<file path="src/rtl/bvp_pkg.sv">
// Shared types and constants for the button volume/pause controller.
// No dependencies; imported by every module of the block.
`timescale 1ns / 1ps

package bvp_pkg;

	localparam int unsigned ATT_W   = 7;
	localparam int unsigned CNT_W   = 20;
	localparam int unsigned SMP_W   = 12;
	localparam int unsigned RATE_W  = 18;
	localparam int unsigned ADDR_W  = 3;
	localparam int unsigned DATA_W  = 32;

	localparam logic [ATT_W-1:0] ATT_CEIL  = 7'd96;
	localparam logic [ATT_W-1:0] ATT_FLOOR = 7'd3;
	localparam logic [ATT_W-1:0] ATT_STEP  = 7'd4;
	localparam logic [ATT_W-1:0] ATT_RESET = 7'd24;

	// register index, taken from paddr above the byte offset
	localparam logic [ADDR_W-3:0] REG_INIT_ATT = 1'b0;

	typedef struct packed {
		logic              next_level;
		logic              pause_level;
		logic              volume_level;
		logic [SMP_W-1:0]  samples;
		logic [RATE_W-1:0] sample_rate;
	} item_t;

	typedef struct packed {
		logic             paused;
		logic             skip_track;
		logic [ATT_W-1:0] attenuation;
	} result_t;

	typedef struct packed {
		logic             prev_next;
		logic             prev_pause;
		logic             prev_volume;
		logic             pause_flag;
		logic             holding;
		logic             no_repeat_yet;
		logic             click_pending;
		logic [CNT_W-1:0] hold_countdown;
		logic [ATT_W-1:0] att_level;
	} state_t;

	typedef struct packed {
		logic             load;
		logic [ATT_W-1:0] value;
	} cfg_wr_t;

endpackage

</file>
<file path="src/rtl/bvp_apb.sv">
// APB register slave holding the initial attenuation register.
// Depends on bvp_pkg; emits a load strobe for the live attenuation level.
`timescale 1ns / 1ps

module bvp_apb (
	input  logic                         clk,
	input  logic                         arst_n,
	input  logic                         psel,
	input  logic                         penable,
	input  logic                         pwrite,
	input  logic [bvp_pkg::ADDR_W-1:0]   paddr,
	input  logic [bvp_pkg::DATA_W-1:0]   pwdata,
	output logic [bvp_pkg::DATA_W-1:0]   prdata,
	output logic                         pready,
	output bvp_pkg::cfg_wr_t             cfg_wr
);
	import bvp_pkg::*;

	logic [ATT_W-1:0]  init_att_q;
	logic [ADDR_W-3:0] reg_idx;
	logic              wr_hit;

	assign pready  = 1'b1;
	assign reg_idx = paddr[ADDR_W-1:2];

	// decode a completed write transfer and drive the read data
	always_comb begin
		wr_hit = 1'b0;
		prdata = '0;
		unique case (reg_idx)
			REG_INIT_ATT: begin
				wr_hit = psel & penable & pwrite;
				prdata = {{(DATA_W-ATT_W){1'b0}}, init_att_q};
			end
			default: begin
				wr_hit = 1'b0;
				prdata = '0;
			end
		endcase
	end

	// hold the register value
	always_ff @(posedge clk or negedge arst_n) begin
		if (!arst_n) begin
			init_att_q <= ATT_RESET;
		end else if (wr_hit) begin
			init_att_q <= pwdata[ATT_W-1:0];
		end
	end

	assign cfg_wr.load  = wr_hit;
	assign cfg_wr.value = pwdata[ATT_W-1:0];

endmodule

</file>
<file path="src/rtl/bvp_step.sv">
// Next-state and result logic for one button sample.
// Depends on bvp_pkg; purely combinational.
`timescale 1ns / 1ps

module bvp_step (
	input  bvp_pkg::state_t  cur,
	input  bvp_pkg::item_t   item,
	output bvp_pkg::state_t  nxt,
	output bvp_pkg::result_t res
);
	import bvp_pkg::*;

	logic             skip;
	logic             v_press;
	logic             v_release;
	logic [CNT_W-1:0] half_rate;
	logic [CNT_W-1:0] smp;

	always_comb begin
		half_rate = {{(CNT_W-RATE_W+1){1'b0}}, item.sample_rate[RATE_W-1:1]};
		smp       = {{(CNT_W-SMP_W){1'b0}}, item.samples};
		nxt       = cur;

		// next press clears pause and pulses skip
		skip = ~item.next_level & cur.prev_next;
		if (skip) begin
			nxt.pause_flag = 1'b0;
		end
		nxt.prev_next = item.next_level;

		// pause press toggles pause
		if (~item.pause_level & cur.prev_pause) begin
			nxt.pause_flag = ~nxt.pause_flag;
		end
		nxt.prev_pause = item.pause_level;

		// volume press arms the hold countdown
		v_press   = ~item.volume_level & cur.prev_volume;
		v_release = item.volume_level & ~cur.prev_volume;
		if (v_press) begin
			nxt.hold_countdown = half_rate;
			nxt.holding        = 1'b1;
			nxt.no_repeat_yet  = 1'b1;
			nxt.click_pending  = 1'b1;
		end
		if (v_release) begin
			nxt.hold_countdown = '0;
			nxt.holding        = 1'b0;
		end
		nxt.prev_volume = item.volume_level;

		// count down while held; on expiry step up and reload
		if (nxt.holding) begin
			if (nxt.hold_countdown != '0) begin
				nxt.hold_countdown = (nxt.hold_countdown > smp) ?
					nxt.hold_countdown - smp : '0;
			end else begin
				nxt.no_repeat_yet  = 1'b0;
				nxt.hold_countdown = half_rate;
				if (nxt.att_level < ATT_CEIL) begin
					nxt.att_level = nxt.att_level + ATT_STEP;
				end
			end
		end

		// short click steps down once
		if (!nxt.holding && nxt.no_repeat_yet && nxt.click_pending) begin
			nxt.click_pending = 1'b0;
			if (nxt.att_level > ATT_FLOOR) begin
				nxt.att_level = nxt.att_level - ATT_STEP;
			end
		end

		res.paused      = nxt.pause_flag;
		res.skip_track  = skip;
		res.attenuation = nxt.att_level;
	end

endmodule

</file>
<file path="src/rtl/button_volume_pause_controller_core.sv">
// Top level of the button volume/pause controller: input register, state,
// result register. Depends on bvp_pkg, bvp_apb and bvp_step.
//
// channel | direction | handshake           | payload
// in      | to block  | in_valid / in_stall   | next_level pause_level volume_level samples sample_rate
// out     | from block| out_valid / out_stall | paused skip_track attenuation
// cfg     | to block  | APB psel/penable      | initial_attenuation at byte address 0
//
// One item per cycle while the result is not stalled; items pass the input register, then the result register.
// The state update is one combinational pass between the input register and the result.
// Reset clears the flags and countdown, sets the previous button levels high and attenuation to ATT_RESET (24).
// A stalled result holds; the input register keeps accepting while it can move forward.
`timescale 1ns / 1ps

module button_volume_pause_controller_core (
	input  logic                          clk,
	input  logic                          arst_n,
	input  logic                          in_valid,
	output logic                          in_stall,
	input  logic                          next_level,
	input  logic                          pause_level,
	input  logic                          volume_level,
	input  logic [bvp_pkg::SMP_W-1:0]     samples,
	input  logic [bvp_pkg::RATE_W-1:0]    sample_rate,
	output logic                          out_valid,
	input  logic                          out_stall,
	output logic                          paused,
	output logic                          skip_track,
	output logic [bvp_pkg::ATT_W-1:0]     attenuation,
	input  logic                          psel,
	input  logic                          penable,
	input  logic                          pwrite,
	input  logic [bvp_pkg::ADDR_W-1:0]    paddr,
	input  logic [bvp_pkg::DATA_W-1:0]    pwdata,
	output logic [bvp_pkg::DATA_W-1:0]    prdata,
	output logic                          pready
);
	import bvp_pkg::*;

	cfg_wr_t cfg_wr;
	item_t   item_s1;
	logic    valid_s1;
	state_t  state_q;
	state_t  state_nxt;
	result_t res_nxt;
	result_t res_s2;
	logic    valid_s2;
	logic    advance;
	logic    in_xfer;

	bvp_apb u_apb (
		.clk     (clk),
		.arst_n  (arst_n),
		.psel    (psel),
		.penable (penable),
		.pwrite  (pwrite),
		.paddr   (paddr),
		.pwdata  (pwdata),
		.prdata  (prdata),
		.pready  (pready),
		.cfg_wr  (cfg_wr)
	);

	bvp_step u_step (
		.cur  (state_q),
		.item (item_s1),
		.nxt  (state_nxt),
		.res  (res_nxt)
	);

	assign advance  = valid_s1 & (~valid_s2 | ~out_stall);
	assign in_stall = valid_s1 & ~advance;
	assign in_xfer  = in_valid & ~in_stall;

	// input register
	always_ff @(posedge clk or negedge arst_n) begin
		if (!arst_n) begin
			valid_s1 <= 1'b0;
		end else if (in_xfer) begin
			valid_s1 <= 1'b1;
		end else if (advance) begin
			valid_s1 <= 1'b0;
		end
	end

	always_ff @(posedge clk) begin
		if (in_xfer) begin
			item_s1 <= '{next_level, pause_level, volume_level, samples, sample_rate};
		end
	end

	// controller state; a register write reloads the level
	always_ff @(posedge clk or negedge arst_n) begin
		if (!arst_n) begin
			state_q <= '{prev_next: 1'b1, prev_pause: 1'b1, prev_volume: 1'b1,
				pause_flag: 1'b0, holding: 1'b0, no_repeat_yet: 1'b0,
				click_pending: 1'b0, hold_countdown: '0, att_level: ATT_RESET};
		end else if (cfg_wr.load) begin
			state_q.att_level <= cfg_wr.value;
		end else if (advance) begin
			state_q <= state_nxt;
		end
	end

	// result register
	always_ff @(posedge clk or negedge arst_n) begin
		if (!arst_n) begin
			valid_s2 <= 1'b0;
		end else if (advance) begin
			valid_s2 <= 1'b1;
		end else if (!out_stall) begin
			valid_s2 <= 1'b0;
		end
	end

	always_ff @(posedge clk) begin
		if (advance) begin
			res_s2 <= res_nxt;
		end
	end

	assign out_valid   = valid_s2;
	assign paused      = res_s2.paused;
	assign skip_track  = res_s2.skip_track;
	assign attenuation = res_s2.attenuation;

endmodule

</file>
<file path="config.mk">
export PLATFORM = sky130hd
export DESIGN_NAME = button_volume_pause_controller_core
export DESIGN_NICKNAME = d
export VERILOG_FILES = /design/src/rtl/bvp_pkg.sv /design/src/rtl/bvp_apb.sv /design/src/rtl/bvp_step.sv /design/src/rtl/button_volume_pause_controller_core.sv
export SDC_FILE = /design/constraint.sdc
export NUM_CORES = 1
export LEC_CHECK = 0
export BUFFER_PORTS_ARGS = -buffer_cell sky130_fd_sc_hd__buf_4
export CAP_MARGIN = 0
export CORE_ASPECT_RATIO = 1.5
export CORE_UTILIZATION = 25
export CTS_CLUSTER_SIZE = 14
export DETAILED_ROUTE_END_ITERATION = 16
export PLACE_DENSITY_LB_ADDON = 0.2
export SYNTH_ARGS = -nofsm -noshare
export SYNTH_HDL_FRONTEND = slang
export SYNTH_HIERARCHICAL = 1
export SYNTH_SLANG_ARGS = --single-unit
</file>
<file path="constraint.sdc">
create_clock -name clk -period 5 [get_ports clk]
set_input_delay 1 -clock clk [delete_from_list [all_inputs] [get_ports clk]]
set_output_delay 1 -clock clk [all_outputs]
set_load 0.05 [all_outputs]
</file>
After elaboration in Yosys (flattened, before gate mapping)
Cells that the tools add are included.

Logic and storage cells: 77. Output and inout port bits: 44. Register bits after elaboration: 85. Input port bits: 75.

Add/subtract/negate cells: 3. Reductions and logical operators: 7. Multiplexer cells: 23. Bitwise operators: 20. Equal/unequal tests: 1. Order comparisons: 3.

Operators with widths (number): $mux 20 (3); $mux 7 (7); $mux 27 (1); $mux 23 (1); $gt 20x12->1 (1); $reduce_bool 20->1 (1); $sub 20x12->20 (1); $mux 1 (11); $not 1->1 (10); $and 1x1->1 (9); $add 7x3->7 const B (1); $gt 7x2->1 const B (1); $lt 7x7->1 const B (1); $sub 7x3->7 const B (1); $reduce_bool 2->1 (2); $logic_and 1x1->1 (2); $ne 2x1->1 const B (1); $reduce_and 2->1 (1); $logic_not 1->1 (1); $or 1x1->1 (1).

Logic depth before layout (Yosys ltp)
Word-level depth: 13. Gate-level depth with buffers: 19. Gate-level depth less buffers: 15.

By module
Netlist, hierarchy kept.

Modules (own cells, without submodules): button_volume_pause_controller_core (sequential area each 2168.3 um^2, times used 1, area each 2806.4 um^2, cells each 145); bvp_step (sequential area each 0.0 um^2, times used 1, area each 2230.9 um^2, cells each 333); bvp_apb (sequential area each 177.7 um^2, times used 1, area each 608.1 um^2, cells each 59).

Least setup slack after synthesis
Ideal clock, no wire load.

Path type: flip-flop to flip-flop. Start point: register state_q[31] (netlist bit). End point: register state_q[22] (netlist bit). Path buffers: 5. Library setup time: 0.125 ns. Clock period less this slack: 4.040 ns. Arrival: 3.915 ns. Cell stages (with the launch flop): 17. Required time: 4.875 ns. Path slack: 0.960 ns. Cell sequence: dfstp_2 -> buf_6 -> buf_12 -> clkbuf_1 -> buf_2 -> mux2i_1 -> o21ai_0 -> ha_1 -> a21o_1 -> a21o_1 -> o21ai_1 -> o211ai_1 -> a21oi_1 -> o21ai_1 -> clkbuf_1 -> a221o_1 -> mux2_4.

RTL lines: start: declaration (line button_volume_pause_controller_core.sv:43) `state_t state_q;`; start signal: assignment (line button_volume_pause_controller_core.sv:95) `state_q <= '{prev_next: 1'b1, prev_pause: 1'b1, prev_volume: 1'b1,`; start signal: assignment (line button_volume_pause_controller_core.sv:101) `state_q <= state_nxt;`.

==> qor.csv <==
stage,metric,value,unit
finish,syn_to_final_growth,14.15,%
yosys,syn_area,0.005615,sq mm
global_route,antenna_found_initial,0,
yosys,synth_cells,536,
timing,finalSetupViolCount,0,
critical_path,startpoint_type,register,
placed_design,globalplace.congestion,0.8514,
timing,holdWs,499.4,ps
floorplan,initial_core_util,25.66,%
critical_path,arrival,4470,ps
routing,antenna_left,0,
timing,finalCriticalPeriod,4242,ps
floorplan,coreArea,0.02188,sq mm
clock_network,htreeDepth,3,
clock_network,clkTransAtPathRegs,60,ps
routing,num_vias,4112,
timing,finalMaxSlewViolations,0,
clock_network,cts_setup_buffers,0,
finish,final_nets,669,
global_route,gr-usage-all-layers,12.18,%
clock_network,hold_buffers,0,
min_path,min-delay-path-class,reg2reg,
clock_network,clockBufferDepth,2,
clock_network,cts_tree,yes,
run_status,status,"finished, final reports clean",
finish,drive_gt1_share,27.23,%
floorplan,fp.dieW,124.4,um
clock_network,cts_num_sinks,84,
timing,final.setup.tns,0,ps
placed_design,hpwl,10.01,mm
power,p_leak,0.002776,uW
timing,finalHoldViolCount,0,
routing,route.detailed.drc,0,
timing,worst_pin_slew,1018,ps
clock_network,cts-root-buf,clkbuf_16,
routing,drt_iter0_drc,175,
critical_path,crit_start,item_s1[30]$_DFFE_PP_,
placed_design,placed_cells,840,
critical_path,critPathKind,reg2reg,
routing,first_pass_iters,4,
timing,grt_setup_unrepaired,false,
power,vdd_ir_drop_max,191.7,uV
critical_path,worst_setup_path_end_kind,register,
floorplan,io_pins,119,
critical_path,path_max_fanout,32,
timing,fin_crit_sh,84.84,%
critical_path,r2r_start,item_s1[30]$_DFFE_PP_,
power,powerDensity,495.7,mW/mm^2
placed_design,portBuffers,64,
timing,relSlewSlack,31.83,%
routing,drt-wirelength-per-cell,16.18,um
global_route,first_global_vias,4138,
yosys,ys_warn_count,6,
job,cap_violations,0,
finish,n_antenna_cell,0,
clock_network,cts_buffers,9,
floorplan,die_h,185.6,um
floorplan,dieArea,0.02308,sq mm
clock_network,cts_resized,0,
floorplan,fp-row-count,66,
timing,max_freq,235.7,MHz
routing,viasPerCell,4.804,
min_path,worstHoldStart,state_q[3]$_DFFE_PN1P_,
global_route,grt_pass1_wl,21.80,mm
critical_path,crit_required,5230,ps
global_route,grt_overflow,0,
yosys,syn_area_per_cell,10.48,sq um
finish,fin_cells,856,
clock_network,insertion_delay,350,ps
global_route,grt_max_degree,44,
timing,skew,8.878,ps
routing,wl,13.85,mm
==> state kept, by name, summed over array words and instances (netlist names) <==
register,count
attenuation,7
item_s1,32
out_valid,1
paused,1
skip_track,1
state_q,34
u_apb/init_att_q,7
valid_s1,1
==> per-stage QoR <==
stage                     util, %  worst slack [ps]  power [uW]  cell area (sq um)
after floorplan                 -             959.9        2207               5705
after global routing        29.29             552.5        3386               6410
after global placement      27.90             844.7        2462               6106
after detailed placement    27.90             824.8        2487               6106
final                       29.29             757.9        3177               6410
after CTS                   29.29             768.4        3208               6410
==> layer usage <==
layer  GRT usage [%]  wire length (um)  share of wire (%)
met5               0                 0                  0
met1           12.89              5478                 40
met3           1.926               589                4.3
met2           22.54              7225                 52
met4           7.566               557                4.0
==> worst max-delay path, stage by stage (launching register included) <==
cell and delay [ps]:
edfxtp_1 420, buf_4 400, nor2_1 90, a21oi_1 240, ha_1 230, inv_1 60
fa_1 410, a21oi_1 160, o21bai_1 110, a21oi_1 310, o211ai_1 130, a21oi_1 560
o21ai_1 160, buf_4 220, a221o_1 330, mux2_4 250
==> layout by cell type, fill, tap and decap left out, types with 21 or more instances in the layout <==
master	instances
buf_4	76
edfxtp_1	41
dfrtp_1	36
mux2i_1	23
nor2_1	26
conb_1	26
nand2_1	50
a21oi_1	28
inv_1	21
==> area by class of cell <==
cell class	instances	area [sq um]
flip-flops and latches	84	2316
inverters	23	86.33
clock inverters	3	43.79
well taps	272	340.3
clock buffers	13	260.3
multi-input cells	385	2793
repair buffers	76	570.5
fillers	2248	15470
==> where the power goes <==
part,total [uW],switching [uW],internal [uW]
sequential,1090,171,916
combinational,1390,787,608
clock,695,279,416
==> path summary, 6_finish.rpt <==
kind                                           end  slack, ps  depth (start not counted)
min                         state_q[3]$_DFFE_PN1P_        500                          2
max reg2reg                state_q[22]$_DFFE_PN0P_        760                         15
min in group asynchronous  state_q[17]$_DFFE_PN0P_        680                          1
min reg2reg                 state_q[3]$_DFFE_PN1P_        500                          2
max in group asynchronous  state_q[10]$_DFFE_PN0P_       3900                          1
max                        state_q[22]$_DFFE_PN0P_        760                         15
No activity file was read; power rests on OpenSTA's default activity.
